$ cat src/mbhr_pkg.sv
package mbhr_pkg;

  // Response status codes
  typedef enum logic [1:0] {
    ST_OK          = 2'd0,
    ST_VALUE       = 2'd1,
    ST_ADDRESS     = 2'd2,
    ST_UNSUPPORTED = 2'd3
  } status_e;

  // Supported function codes
  localparam logic [7:0] FC_READ_HOLDING  = 8'd3;
  localparam logic [7:0] FC_WRITE_SINGLE  = 8'd6;
  localparam logic [7:0] FC_WRITE_MULTI   = 8'd16;

  // Depth of the command queue between front and back
  localparam int unsigned QUEUE_DEPTH = 4;

  typedef struct packed {
    logic [7:0] pdu_byte;
    logic       last_byte;
  } req_t;

  typedef struct packed {
    logic [1:0]  status;
    logic [7:0]  function_code;
    logic [7:0]  byte_count;
    logic [15:0] start_address;
    logic [15:0] quantity;
    logic [15:0] data_word;
    logic [15:0] written_index;
    logic [6:0]  written_count;
    logic        last_result;
  } rsp_t;

  // What the back end does after an optional memory write
  typedef enum logic [1:0] {
    ACT_NONE   = 2'd0,
    ACT_RESULT = 2'd1,
    ACT_READ   = 2'd2
  } act_e;

  typedef struct packed {
    logic        wr_en;
    logic [15:0] idx;      // write index, or first read index
    logic [15:0] wr_data;
    act_e        act;
    logic [6:0]  rd_cnt;
    rsp_t        res;      // result, or template for a read burst
  } op_t;

endpackage

$ cat src/mbhr_ram.sv
module mbhr_ram #(
  parameter int unsigned WIDTH = 16,
  parameter int unsigned DEPTH = 64,
  localparam int unsigned AW = (DEPTH > 1) ? $clog2(DEPTH) : 1
) (
  input  logic             clk_i,
  input  logic             we_i,
  input  logic [AW-1:0]    waddr_i,
  input  logic [WIDTH-1:0] wdata_i,
  input  logic             re_i,
  input  logic [AW-1:0]    raddr_i,
  output logic [WIDTH-1:0] rdata_o
);

  logic [WIDTH-1:0] mem_q [DEPTH];
  logic [WIDTH-1:0] rdata_q;

  // Write port
  always_ff @(posedge clk_i) begin
    if (we_i) begin
      mem_q[waddr_i] <= wdata_i;
    end
  end

  // Registered read port, holds between reads
  always_ff @(posedge clk_i) begin
    if (re_i) begin
      rdata_q <= mem_q[raddr_i];
    end
  end

  assign rdata_o = rdata_q;

endmodule

$ cat src/mbhr_queue.sv
module mbhr_queue (
  input  logic           clk_i,
  input  logic           rst_ni,
  input  logic           push_i,
  input  mbhr_pkg::op_t  op_i,
  output logic           full_o,
  input  logic           pop_i,
  output logic           valid_o,
  output mbhr_pkg::op_t  op_o
);
  import mbhr_pkg::*;

  localparam int unsigned PW = (QUEUE_DEPTH > 1) ? $clog2(QUEUE_DEPTH) : 1;
  localparam int unsigned CW = $clog2(QUEUE_DEPTH + 1);

  op_t           buf_q [QUEUE_DEPTH];
  logic [PW-1:0] wr_q, wr_d, rd_q, rd_d;
  logic [CW-1:0] cnt_q, cnt_d;
  logic          do_push, do_pop;

  assign full_o  = (cnt_q == CW'(QUEUE_DEPTH));
  assign valid_o = (cnt_q != '0);
  assign op_o    = buf_q[rd_q];
  assign do_push = push_i && !full_o;
  assign do_pop  = pop_i && valid_o;

  // Advance pointers with wrap at the queue depth
  always_comb begin
    wr_d  = wr_q;
    rd_d  = rd_q;
    cnt_d = cnt_q;
    if (do_push) begin
      wr_d = (wr_q == PW'(QUEUE_DEPTH - 1)) ? '0 : wr_q + PW'(1);
    end
    if (do_pop) begin
      rd_d = (rd_q == PW'(QUEUE_DEPTH - 1)) ? '0 : rd_q + PW'(1);
    end
    if (do_push && !do_pop) begin
      cnt_d = cnt_q + CW'(1);
    end else if (do_pop && !do_push) begin
      cnt_d = cnt_q - CW'(1);
    end
  end

  always_ff @(posedge clk_i or negedge rst_ni) begin
    if (!rst_ni) begin
      wr_q  <= '0;
      rd_q  <= '0;
      cnt_q <= '0;
    end else begin
      wr_q  <= wr_d;
      rd_q  <= rd_d;
      cnt_q <= cnt_d;
    end
  end

  // Store entries
  always_ff @(posedge clk_i) begin
    if (do_push) begin
      buf_q[wr_q] <= op_i;
    end
  end

endmodule

$ cat src/mbhr_front.sv
module mbhr_front #(
  parameter int unsigned REG_COUNT      = 64,
  parameter int unsigned MAX_READ_REGS  = 64,
  parameter int unsigned MAX_WRITE_REGS = 123
) (
  input  logic           clk_i,
  input  logic           rst_ni,
  input  logic           accept_i,
  input  mbhr_pkg::req_t req_i,
  input  logic [15:0]    holding_start_i,
  output logic           op_push_o,
  output mbhr_pkg::op_t  op_o
);
  import mbhr_pkg::*;

  logic [7:0]  pos_q, pos_d;
  logic [7:0]  hdr_q [6];
  logic [7:0]  hdr_e [6];
  logic [15:0] wp_q, wp_d, wb_q, wb_d;
  logic [1:0]  ferr_q, ferr_d;
  logic [7:0]  phb_q, phb_d;
  logic [7:0]  fc, b;
  logic [15:0] addr, cnt, req_addr, idx;
  logic        win_lo, win_hi, win1_hi;
  op_t         op;

  assign b = req_i.pdu_byte;

  // Decode the frame and build the command for the back end
  always_comb begin
    for (int i = 0; i < 6; i++) begin
      hdr_e[i] = (pos_q == 8'(i)) ? b : hdr_q[i];
    end
    fc       = hdr_e[0];
    req_addr = {hdr_e[1], hdr_e[2]};
    addr     = req_addr + 16'd1;
    cnt      = {hdr_e[3], hdr_e[4]};
    idx      = addr - holding_start_i;
    win_lo   = (addr >= holding_start_i);
    win_hi   = ({2'b0, addr} + {2'b0, cnt}) <= ({2'b0, holding_start_i} + 18'(REG_COUNT));
    win1_hi  = ({2'b0, addr} + 18'd1) <= ({2'b0, holding_start_i} + 18'(REG_COUNT));

    pos_d  = (pos_q == 8'hFF) ? pos_q : pos_q + 8'd1;
    wp_d   = wp_q;
    wb_d   = wb_q;
    ferr_d = ferr_q;
    phb_d  = phb_q;
    op     = '0;
    op.act = ACT_NONE;

    // Write-multiple header check and data pairs
    if (fc == FC_WRITE_MULTI) begin
      if (pos_q == 8'd5) begin
        if (cnt < 16'd1 || cnt > 16'(MAX_WRITE_REGS) || {9'b0, b} != {cnt, 1'b0}) begin
          ferr_d = ST_VALUE;
        end else if (!(win_lo && win_hi)) begin
          ferr_d = ST_ADDRESS;
        end else begin
          wb_d = idx;
          wp_d = idx;
        end
      end else if (pos_q > 8'd5 && ferr_q == 2'd0) begin
        if (!pos_q[0]) begin
          phb_d = b;
        end else if ((wp_q - wb_q) < cnt && {1'b0, wp_q} < 17'(REG_COUNT)) begin
          op.wr_en   = 1'b1;
          op.idx     = wp_q;
          op.wr_data = {phb_q, b};
          wp_d       = wp_q + 16'd1;
        end
      end
    end

    // Final byte: issue the response
    if (req_i.last_byte) begin
      op.act                  = ACT_RESULT;
      op.res.function_code    = fc;
      op.res.last_result      = 1'b1;
      unique case (fc)
        FC_READ_HOLDING: begin
          if (pos_q != 8'd4 || cnt < 16'd1 || cnt > 16'(MAX_READ_REGS)) begin
            op.res.status = ST_VALUE;
          end else if (!(win_lo && win_hi)) begin
            op.res.status = ST_ADDRESS;
          end else begin
            op.act                 = ACT_READ;
            op.idx                 = idx;
            op.rd_cnt              = cnt[6:0];
            op.res.status          = ST_OK;
            op.res.byte_count      = {cnt[6:0], 1'b0};
            op.res.start_address   = req_addr;
            op.res.quantity        = cnt;
            op.res.last_result     = 1'b0;
          end
        end
        FC_WRITE_SINGLE: begin
          if (pos_q != 8'd4) begin
            op.res.status = ST_VALUE;
          end else if (!(win_lo && win1_hi)) begin
            op.res.status = ST_ADDRESS;
          end else begin
            op.wr_en               = 1'b1;
            op.idx                 = idx;
            op.wr_data             = cnt;
            op.res.status          = ST_OK;
            op.res.start_address   = req_addr;
            op.res.quantity        = cnt;
            op.res.written_index   = idx;
            op.res.written_count   = 7'd1;
          end
        end
        FC_WRITE_MULTI: begin
          if (pos_q < 8'd5) begin
            op.res.status = ST_VALUE;
          end else if (ferr_d != 2'd0) begin
            op.res.status = ferr_d;
          end else begin
            op.res.status          = ST_OK;
            op.res.start_address   = req_addr;
            op.res.quantity        = cnt;
            op.res.written_index   = wb_d;
            op.res.written_count   = 7'(wp_d - wb_d);
          end
        end
        default: begin
          op.res.status = ST_UNSUPPORTED;
        end
      endcase
      // Drop frame state
      pos_d  = '0;
      wp_d   = '0;
      wb_d   = '0;
      ferr_d = '0;
      phb_d  = '0;
    end
  end

  assign op_o      = op;
  assign op_push_o = accept_i && (op.wr_en || op.act != ACT_NONE);

  always_ff @(posedge clk_i or negedge rst_ni) begin
    if (!rst_ni) begin
      pos_q  <= '0;
      wp_q   <= '0;
      wb_q   <= '0;
      ferr_q <= '0;
      phb_q  <= '0;
    end else if (accept_i) begin
      pos_q  <= pos_d;
      wp_q   <= wp_d;
      wb_q   <= wb_d;
      ferr_q <= ferr_d;
      phb_q  <= phb_d;
    end
  end

  // Capture header bytes
  always_ff @(posedge clk_i) begin
    if (accept_i) begin
      for (int i = 0; i < 6; i++) begin
        hdr_q[i] <= hdr_e[i];
      end
    end
  end

endmodule

$ cat src/mbhr_back.sv
module mbhr_back #(
  parameter int unsigned REG_COUNT = 64
) (
  input  logic           clk_i,
  input  logic           rst_ni,
  input  logic           op_valid_i,
  input  mbhr_pkg::op_t  op_i,
  output logic           op_pop_o,
  output logic           busy_clear_o,
  output logic           empty_o,
  input  logic           pop_i,
  output mbhr_pkg::rsp_t rsp_o
);
  import mbhr_pkg::*;

  localparam int unsigned AW = (REG_COUNT > 1) ? $clog2(REG_COUNT) : 1;

  typedef enum logic [3:0] {
    S_CLEAR  = 4'b0001,
    S_IDLE   = 4'b0010,
    S_RDREQ  = 4'b0100,
    S_RDWAIT = 4'b1000
  } state_e;

  state_e        state_q, state_d;
  logic [AW-1:0] clr_q, clr_d, rd_idx_q, rd_idx_d;
  logic [6:0]    rem_q, rem_d;
  rsp_t          tpl_q, tpl_d, out_q, out_d;
  logic          ov_q, ov_d, slot_free;
  logic          we, re;
  logic [AW-1:0] waddr;
  logic [15:0]   wdata, rdata;

  assign slot_free = !ov_q || pop_i;

  // Sequence clearing, commands and read bursts
  always_comb begin
    state_d  = state_q;
    clr_d    = clr_q;
    rd_idx_d = rd_idx_q;
    rem_d    = rem_q;
    tpl_d    = tpl_q;
    out_d    = out_q;
    ov_d     = ov_q && !pop_i;
    op_pop_o = 1'b0;
    we       = 1'b0;
    waddr    = clr_q;
    wdata    = '0;
    re       = 1'b0;
    unique case (state_q)
      S_CLEAR: begin
        we    = 1'b1;
        clr_d = clr_q + AW'(1);
        if (clr_q == AW'(REG_COUNT - 1)) begin
          state_d = S_IDLE;
        end
      end
      S_IDLE: begin
        if (op_valid_i && slot_free) begin
          op_pop_o = 1'b1;
          we       = op_i.wr_en;
          waddr    = op_i.idx[AW-1:0];
          wdata    = op_i.wr_data;
          case (op_i.act)
            ACT_RESULT: begin
              out_d = op_i.res;
              ov_d  = 1'b1;
            end
            ACT_READ: begin
              tpl_d    = op_i.res;
              rd_idx_d = op_i.idx[AW-1:0];
              rem_d    = op_i.rd_cnt;
              state_d  = S_RDREQ;
            end
            default: ;
          endcase
        end
      end
      S_RDREQ: begin
        re      = 1'b1;
        state_d = S_RDWAIT;
      end
      S_RDWAIT: begin
        if (slot_free) begin
          out_d             = tpl_q;
          out_d.data_word   = rdata;
          out_d.last_result = (rem_q == 7'd1);
          ov_d              = 1'b1;
          rem_d             = rem_q - 7'd1;
          rd_idx_d          = rd_idx_q + AW'(1);
          state_d           = (rem_q == 7'd1) ? S_IDLE : S_RDREQ;
        end
      end
      default: state_d = S_IDLE;
    endcase
  end

  mbhr_ram #(
    .WIDTH (16),
    .DEPTH (REG_COUNT)
  ) u_ram (
    .clk_i   (clk_i),
    .we_i    (we),
    .waddr_i (waddr),
    .wdata_i (wdata),
    .re_i    (re),
    .raddr_i (rd_idx_q),
    .rdata_o (rdata)
  );

  always_ff @(posedge clk_i or negedge rst_ni) begin
    if (!rst_ni) begin
      state_q <= S_CLEAR;
      clr_q   <= '0;
      ov_q    <= 1'b0;
      rem_q   <= '0;
    end else begin
      state_q <= state_d;
      clr_q   <= clr_d;
      ov_q    <= ov_d;
      rem_q   <= rem_d;
    end
  end

  // Payload registers
  always_ff @(posedge clk_i) begin
    rd_idx_q <= rd_idx_d;
    tpl_q    <= tpl_d;
    out_q    <= out_d;
  end

  assign busy_clear_o = (state_q == S_CLEAR);
  assign empty_o      = !ov_q;
  assign rsp_o        = out_q;

  // No result while the memory is being cleared
  a_no_out_in_clear: assert property (@(posedge clk_i) disable iff (!rst_ni)
    state_q == S_CLEAR |-> !ov_q)
    else $error("result pending during memory clear");

  // A burst never runs with nothing left to read
  a_burst_nonzero: assert property (@(posedge clk_i) disable iff (!rst_ni)
    (state_q == S_RDREQ || state_q == S_RDWAIT) |-> rem_q != 7'd0)
    else $error("read burst with zero remaining");

  // An unread result is held while not popped
  a_hold_result: assert property (@(posedge clk_i) disable iff (!rst_ni)
    (ov_q && !pop_i) |=> (ov_q && $stable(out_q)))
    else $error("pending result changed without pop");

endmodule

$ cat src/modbus_holding_register_server_unit.sv
// Channel   | Direction | Handshake                 | Payload
// request   | in        | push / full               | req_i (pdu_byte, last_byte)
// response  | out       | empty / pop               | rsp_o (status .. last_result)
// config    | in        | cfg_valid_i / cfg_ready_o | cfg_data_i (holding_start)
//
// One request byte is taken per cycle while the command queue has room.
// A read burst delivers each register word through a request and a wait state
// (registered memory read port) and stalls while a result is pending; echo and
// error results are registered directly. After reset, full stays high while the
// register memory is swept to zero; configuration writes are taken throughout.
// Front and back stall independently through a QUEUE_DEPTH entry queue.
module modbus_holding_register_server_unit #(
  parameter int unsigned REG_COUNT      = 64,
  parameter int unsigned MAX_READ_REGS  = 64,
  parameter int unsigned MAX_WRITE_REGS = 123
) (
  input  logic           clk_i,
  input  logic           rst_ni,
  input  logic           push,
  output logic           full,
  input  mbhr_pkg::req_t req_i,
  output logic           empty,
  input  logic           pop,
  output mbhr_pkg::rsp_t rsp_o,
  input  logic           cfg_valid_i,
  output logic           cfg_ready_o,
  input  logic [15:0]    cfg_data_i
);
  import mbhr_pkg::*;

  logic [15:0] hs_q;
  logic        accept, q_full, q_push, q_pop, q_valid, clearing;
  op_t         op_in, op_out;

  // Hold the configured window start
  always_ff @(posedge clk_i or negedge rst_ni) begin
    if (!rst_ni) begin
      hs_q <= 16'd1;
    end else if (cfg_valid_i) begin
      hs_q <= cfg_data_i;
    end
  end

  assign cfg_ready_o = 1'b1;
  assign full        = q_full || clearing;
  assign accept      = push && !full;

  mbhr_front #(
    .REG_COUNT      (REG_COUNT),
    .MAX_READ_REGS  (MAX_READ_REGS),
    .MAX_WRITE_REGS (MAX_WRITE_REGS)
  ) u_front (
    .clk_i           (clk_i),
    .rst_ni          (rst_ni),
    .accept_i        (accept),
    .req_i           (req_i),
    .holding_start_i (hs_q),
    .op_push_o       (q_push),
    .op_o            (op_in)
  );

  mbhr_queue u_queue (
    .clk_i   (clk_i),
    .rst_ni  (rst_ni),
    .push_i  (q_push),
    .op_i    (op_in),
    .full_o  (q_full),
    .pop_i   (q_pop),
    .valid_o (q_valid),
    .op_o    (op_out)
  );

  mbhr_back #(
    .REG_COUNT (REG_COUNT)
  ) u_back (
    .clk_i        (clk_i),
    .rst_ni       (rst_ni),
    .op_valid_i   (q_valid),
    .op_i         (op_out),
    .op_pop_o     (q_pop),
    .busy_clear_o (clearing),
    .empty_o      (empty),
    .pop_i        (pop),
    .rsp_o        (rsp_o)
  );

endmodule

$ cat config.mk
export PLATFORM = sky130hd
export DESIGN_NAME = modbus_holding_register_server_unit
export DESIGN_NICKNAME = d
export VERILOG_FILES = /design/src/mbhr_pkg.sv /design/src/mbhr_ram.sv /design/src/mbhr_queue.sv /design/src/mbhr_front.sv /design/src/mbhr_back.sv /design/src/modbus_holding_register_server_unit.sv
export SDC_FILE = /design/constraint.sdc
export NUM_CORES = 2
export LEC_CHECK = 0
export ABC_CLOCK_PERIOD_IN_PS = 13100
export BUFFER_PORTS_ARGS = -buffer_cell sky130_fd_sc_hd__buf_2
export CELL_PAD_IN_SITES_DETAIL_PLACEMENT = 1
export CELL_PAD_IN_SITES_GLOBAL_PLACEMENT = 2
export CORE_ASPECT_RATIO = 1.1
export CORE_MARGIN = 5
export CORE_UTILIZATION = 52
export CTS_BUF_LIST = sky130_fd_sc_hd__clkbuf_4 sky130_fd_sc_hd__clkbuf_8 sky130_fd_sc_hd__clkbuf_16
export DETAILED_ROUTE_END_ITERATION = 12
export GPL_ROUTABILITY_DRIVEN = 0
export PLACE_DENSITY = 0.91
export SETUP_SLACK_MARGIN = 0.2
export SYNTH_ARGS = -nofsm -noshare
export SYNTH_HDL_FRONTEND = slang
export SYNTH_SLANG_ARGS = --single-unit
$ cat constraint.sdc
create_clock -name clk_i -period 13.1 [get_ports clk_i]
set_input_delay 2.62 -clock clk_i [delete_from_list [all_inputs] [get_ports clk_i]]
set_output_delay 2.62 -clock clk_i [all_outputs]
set_load 0.03 [all_outputs]
; Word level (Yosys, flattened, before mapping)
; Memories as Yosys holds them, arrays and structs flattened. A register that Yosys moved wholly into a read port is not among the register bits.
; Cells that the tools add are included.
[word_totals]
output_inout_bits = 93
latch_bits = 0
n_memories = 3
word_cells = 243
input_bits = 30
register_bits = 260
ram_bits = 1536
mem_bits_ro = 0
[memory_table]
columns = name, words, width, read_ports, rd_ports_with_merged_regs, wr, line_no
row1 = u_back.u_ram.mem_q, 64, 16, 1, 1, 1, mbhr_ram.sv:15  ; logic [WIDTH-1:0] mem_q [DEPTH];
row2 = u_queue.buf_q, 4, 116, 1, 0, 1, mbhr_queue.sv:16  ; op_t buf_q [QUEUE_DEPTH];
row3 = u_front.hdr_q, 6, 8, 5, 0, 6, mbhr_front.sv:17  ; logic [7:0] hdr_q [6];
[op_classes]
reduce_logical = 41
shifts = 0
eq_ne = 31
n_mux = 112
add_sub_neg = 16
div = 0
multipliers = 0
n_bitwise = 0
order_cmp = 10
[ops]
columns = op, n
row1 = 2-to-1 mux 16 bit, 18
row2 = 2-to-1 mux 90 bit, 3
row3 = 2-to-1 mux 33 bit, 7
row4 = case mux 90 bit (2 select lines), 1
row5 = 2-to-1 mux 32 bit, 4
row6 = 2-to-1 mux 8 bit, 14
row7 = case mux 32 bit (3 select lines), 1
row8 = 2-to-1 mux 23 bit, 4
row9 = 2-to-1 mux 92 bit, 1
row10 = 2-to-1 mux 40 bit, 2
row11 = case mux 23 bit (2 select lines), 1
row12 = less-or-equal comparator 18 bit, 2
row13 = adder 16 x 1 -> 16 bit (second input constant), 2
row14 = > comparator 16 x 7 -> 1 bit (second input constant), 2
row15 = case mux 16 bit (2 select lines), 1
row16 = subtractor 16 bit, 2
row17 = 2-to-1 mux 6 bit, 5
row18 = 2-to-1 mux 9 bit, 3
row19 = 2-to-1 mux 2 bit, 13
row20 = equality test 8 x 2 -> 1 bit (second input constant), 3
row21 = equality test 8 x 3 -> 1 bit (second input constant), 3
row22 = 2-to-1 mux 24 bit, 1
row23 = 2-to-1 mux 7 bit, 3
row24 = adder 16 x 1 -> 17 bit (second input constant), 1
row25 = other kinds (51), 113

; Logic depth before layout (Yosys ltp)
[logic_depth]
ltp_word = 23
depth_mapped = 42
depth_no_buf = 40

; Hierarchy
; A second synthesis with hierarchy kept.
[unflattened]
cells_unflattened = 4466
hier_area_um2 = 77933.5
[by_module_without_submodules]
columns = mod, cells_per_inst, n_inst, area_each_um2
row1 = mbhr_ram, 1829, 1, 40199.8
row2 = mbhr_queue, 727, 1, 19452.4
row3 = mbhr_front, 1257, 1, 10092.2
row4 = mbhr_back, 615, 1, 7513.5
row5 = modbus_holding_register_server_unit, 38, 1, 675.6

; Worst setup path before layout
; Ideal clock, no wire load.
[synth_path]
path_kind = input port to flip-flop
start = input pop
end = register u_back.out_q (netlist bit u_back.rsp_o[0]) (enable)
setup_ns = 0.685
slack_ns = 2.971
stages = 2
required_time_ns = 12.415
path_buffers = 0
arrival_ns = 9.444
cell_sequence = inv_1 -> a222oi_1
[synth_via]
elab_chain_cells = 4
word_cells_on_any_way = 5
[synth_lines]
columns = item, line_no
row1 = "start, declared", modbus_holding_register_server_unit.sv:23  ; input logic pop,
row2 = logical OR 1 bit *, mbhr_back.sv:34  ; assign slot_free = !ov_q || pop_i;
row3 = logical AND 1 bit, mbhr_back.sv:59  ; if (op_valid_i && slot_free) begin
row4 = != test 2 x 1 -> 1 bit (no line), -
row5 = AND reduction 4 bit (no line) *, -
row6 = "end signal, assigned", mbhr_back.sv:129  ; out_q <= out_d;
row7 = "end, declared", mbhr_back.sv:28  ; rsp_t tpl_q, tpl_d, out_q, out_d;
; Mark *: on every way between the ends. The rest lies on a longest branch, timed or not.
; A chain may end at the register's enable or synchronous reset.

==> Implementation_results.wiki <==
{| class="wikitable"
! Metric !! Value
|-
| Run status || finished, final reports clean
|-
| Highest attainable clock frequency || 0.0995 GHz
|-
| Routed met1 length || 70700 um
|-
| Synthesized netlist net count || 4152
|-
| TritonCTS sink count || 1726
|-
| Post-CTS clock slew at the launch and capture registers of the worst setup and hold paths || 0.07 ns
|-
| WS Path Type || register to register
|-
| Top_reg_cell synth || sky130_fd_sc_hd__edfxtp_1
|-
| RSZ-0062 raised after global routing || false
|-
| DRC violation count after routing || 0
|-
| CORE AREA || 138000 um^2
|-
| Post-cts gate resize count || 0
|-
| Area share of the largest cell type after synthesis || 68.3%
|-
| Leakage power || 27.4 nW
|-
| Root buffer cell || sky130_fd_sc_hd__clkbuf_16
|-
| Standard-cell row count || 143
|-
| Post-synthesis sequential area ratio || 71.4%
|-
| Latest clock arrival within the worst-skew pair || 0.85 ns
|-
| Final count of negative-setup-slack endpoints || 0
|-
| P&R area growth vs syn || 12.4%
|-
| Number of global-route vias before repair || 42.1k
|-
| Design Area, Final || 80800 um^2
|-
| Count of max-cap constraint violations || 0
|-
| Violation count after the first detailed-routing iteration || 4365
|-
| Dominant cell type by area after synthesis || sky130_fd_sc_hd__edfxtp_1
|-
| Number of distinct library cell variants in the gate-level netlist after synthesis || 98
|-
| Startpoint of the tightest hold check path || u_front.wb_q[10]$_DFFE_PN0P_
|-
| Critical path launch point || u_front.pos_q[0]$_DFFE_PN0P_
|-
| Placement Setup Slack || 2.38 ns
|-
| Relative slew margins || 9.60%
|-
| PwrDens || 222 nW/um^2
|-
| Netlist Area Pre-Place || 71900 um^2
|-
| Min cycle time layout || 10.05 ns
|-
| Final hold violation count || 0
|-
| Number of buffers added to fix hold violations after cts || 0
|-
| Total track usage || 27.7%
|-
| First-pass GRT wire length || 293000 um
|-
| Launching element type of the critical path || register
|-
| Setup clock skew after layout || 0.0521 ns
|-
| Cell types occupying the most area after synthesis || sky130_fd_sc_hd__edfxtp_1, sky130_fd_sc_hd__mux4_2, sky130_fd_sc_hd__dfrtp_1, sky130_fd_sc_hd__ha_1, sky130_fd_sc_hd__nand2_1
|-
| I/O pin cnt || 123
|-
| Final Cycle Share || 76.7%
|-
| Fraction of layout cells with a size suffix above 1 || 23.9%
|-
| Number of storage elements in the synthesis netlist || 1726
|-
| Met2 routed wirelength || 106000 um
|-
| Post-CTS setup buffer count || 0
|-
| Slowest cell delay on critical path || 0.81 ns
|-
| Synthesized area per cell || 18.0 um^2
|-
| Die Outline Area || 146000 um^2
|-
| Effective utilization at floorplan || 52.2%
|-
| Clock Path Buffers || 3
|-
| Tightest Pin Transition || 1.35 ns
|-
| Initial antenna violation count || 9
|-
| Y dimension of the die || 400 um
|-
| Per-cell routed wire length || 32.1 um
|-
| Final sum of negative setup slack || 0 ns
|-
| Placed wire-length estimate after detailed placement || 118000 um
|-
| Routed wire length on met3 || 13400 um
|-
| Final slew viol count || 0
|-
| Vias || 39.6k
|-
| Post-route antenna net violation count || 0
|-
| Startpoint of the most critical register-to-register path || u_front.pos_q[0]$_DFFE_PN0P_
|-
| Cell count after synthesis || 3994
|-
| H-tree levels || 4
|-
| Number of I/O port buffers || 120
|-
| Clock buffers created by TritonCTS || 168
|-
| First-pass iteration count of the detailed router || 5
|-
| Worst hold path type || register to register
|-
| Maximum fanout count along the critical path || 14
|-
| Worst-path cell with the longest stage delay || sky130_fd_sc_hd__nor3b_1
|-
| Final WL || 198000 um
|-
| Cell area after placement || 75100 um^2
|-
| Pin count of the biggest net entering global routing || 125
|-
| CP Capture Type || register
|-
| Top layer used by detailed routing || met5
|-
| Clock tree from TritonCTS || yes
|-
| Power, Total || 0.0179 W
|-
| PnR worst setup slack || 3.05 ns
|-
| Leading cell types in the layout, fill and taps excluded || sky130_fd_sc_hd__edfxtp_1, sky130_fd_sc_hd__mux4_2, sky130_fd_sc_hd__nand2_1, sky130_fd_sc_hd__nor2_1, sky130_fd_sc_hd__clkbuf_16
|-
| Peak supply drop || 0.170 mV
|-
| Number of synthesized flops with an enable pin || 1635
|-
| Synth async-reset ratio || 5.27%
|-
| Ys Warns || 0
|-
| CP arrival || 10.56 ns
|-
| Most common cell after layout, fill and taps aside || sky130_fd_sc_hd__edfxtp_1
|-
| Worst path required time || 13.61 ns
|-
| Via-per-instance ratio || 6.42
|-
| Final #Nets || 4374
|-
| Horizontal extent of the die || 365 um
|-
| Total grt overflow || 0
|}
[cells in the mapped netlist, types with 9 or more instances]
master,number
sky130_fd_sc_hd__a211oi_1,14
sky130_fd_sc_hd__a21o_1,26
sky130_fd_sc_hd__a21oi_1,96
sky130_fd_sc_hd__a22o_1,15
sky130_fd_sc_hd__and2_1,40
sky130_fd_sc_hd__and3_1,23
sky130_fd_sc_hd__buf_1,47
sky130_fd_sc_hd__buf_2,16
sky130_fd_sc_hd__clkbuf_1,108
sky130_fd_sc_hd__dfrtp_1,89
sky130_fd_sc_hd__edfxtp_1,1635
sky130_fd_sc_hd__ha_1,123
sky130_fd_sc_hd__inv_1,108
sky130_fd_sc_hd__mux2_2,21
sky130_fd_sc_hd__mux2i_1,30
sky130_fd_sc_hd__mux4_2,432
sky130_fd_sc_hd__nand2_1,374
sky130_fd_sc_hd__nand3_1,52
sky130_fd_sc_hd__nand3b_1,9
sky130_fd_sc_hd__nand4_1,34
sky130_fd_sc_hd__nor2_1,213
sky130_fd_sc_hd__nor2b_1,35
sky130_fd_sc_hd__nor3_1,33
sky130_fd_sc_hd__nor4_1,13
sky130_fd_sc_hd__o21ai_0,106
sky130_fd_sc_hd__o22ai_1,24
sky130_fd_sc_hd__xnor2_1,69
sky130_fd_sc_hd__xor2_1,36
[sequential cells by signal, summed over array words and instances, names as in the netlist, 3 cells and up]
| name | cells |
|---|---|
| hs_q | 16 |
| u_back.clr_q | 6 |
| u_back.rd_idx_q | 6 |
| u_back.rem_q | 7 |
| u_back.rsp_o | 89 |
| u_back.state_q | 4 |
| u_back.tpl_q | 72 |
| u_back.u_ram.mem_q | 1024 |
| u_back.u_ram.rdata_o | 16 |
| u_front.hdr_q | 40 |
| u_front.phb_q | 8 |
| u_front.pos_q | 8 |
| u_front.wb_q | 16 |
| u_front.wp_q | 16 |
| u_queue.buf_q | 388 |
| u_queue.cnt_q | 3 |
[final timing paths]
check / depth (start not counted) / to / slack (ns)
setup / recovery: 35 / u_queue.buf_q[0][7]$_DFFE_PP_ / 3.05
hold / removal: 2 / u_front.wb_q[10]$_DFFE_PN0P_ / 0.49
setup reg to reg: 35 / u_queue.buf_q[0][7]$_DFFE_PP_ / 3.05
hold reg to reg: 2 / u_front.wb_q[10]$_DFFE_PN0P_ / 0.49
max in group asynchronous: 2 / u_queue.rd_q[0]$_DFFE_PN0P_ / 10.00
min in group asynchronous: 1 / u_front.wb_q[15]$_DFFE_PN0P_ / 1.72
[critical path: cells and delay by family, from the launching register on]
kind,cells,cell delay (ns)
compound gates,14,3.37
simple gates,10,3.16
fa+ha+maj,5,1.49
xor+xnor,3,0.52
flops,1,0.50
mux,1,0.36
buf+inv,2,0.32
[where the power goes]
group | switching (W) | internal [W] | total (W) | leakage (nW)
sequential | 0.000264 | 0.00712 | 0.00739 | 16.3
combinational | 0.00360 | 0.00196 | 0.00557 | 8.31
clock | 0.00218 | 0.00278 | 0.00496 | 2.81
[layout make-up]
| cell class | instances | area (um^2) |
|---|---|---|
| multi-input cells | 1981 | 19600 |
| diodes | 5 | 12.5 |
| repair buffers | 228 | 1430 |
| clock inverters | 97 | 1080 |
| flip-flops and latches | 1726 | 51400 |
| well taps | 1812 | 2270 |
| fillers | 12100 | 57000 |
| clock buffers | 213 | 4600 |
| inverters | 111 | 417 |
[cell families (layout without fill, tap and decap cells)]
kind of cell | after synthesis | after routing | share of synthesized area (%)
AO/OA/AOI/OAI | 377 | 377 | 3.37
XOR/XNOR | 105 | 105 | 1.28
adder cells (fa/ha/maj) | 128 | 128 | 2.28
buffers and inverters | 287 | 649 | 1.57
flip-flops | 1726 | 1726 | 71.4
multiplexers | 484 | 484 | 14.3
other | 2 | 7 | 0.0104
AND/OR/NAND/NOR | 885 | 885 | 5.75
[routing by layer]
metal  vias up  GRT usage, %
li1      16300             -
met1     20900          33.8
met2      2030          49.5
met3       435          4.64
met4         6          11.0
met5         -             0
[per-stage QoR]
stage	hold slack [ns]	util, %	instances
after detailed placement	0.476	54.5	5858
final	0.487	58.7	6173
after floorplan	0.450	-	3994
after global routing	0.517	58.7	6170
after CTS	0.489	58.6	6168
after global placement	0.463	54.5	5858
Power figures use the tool's default switching activity.
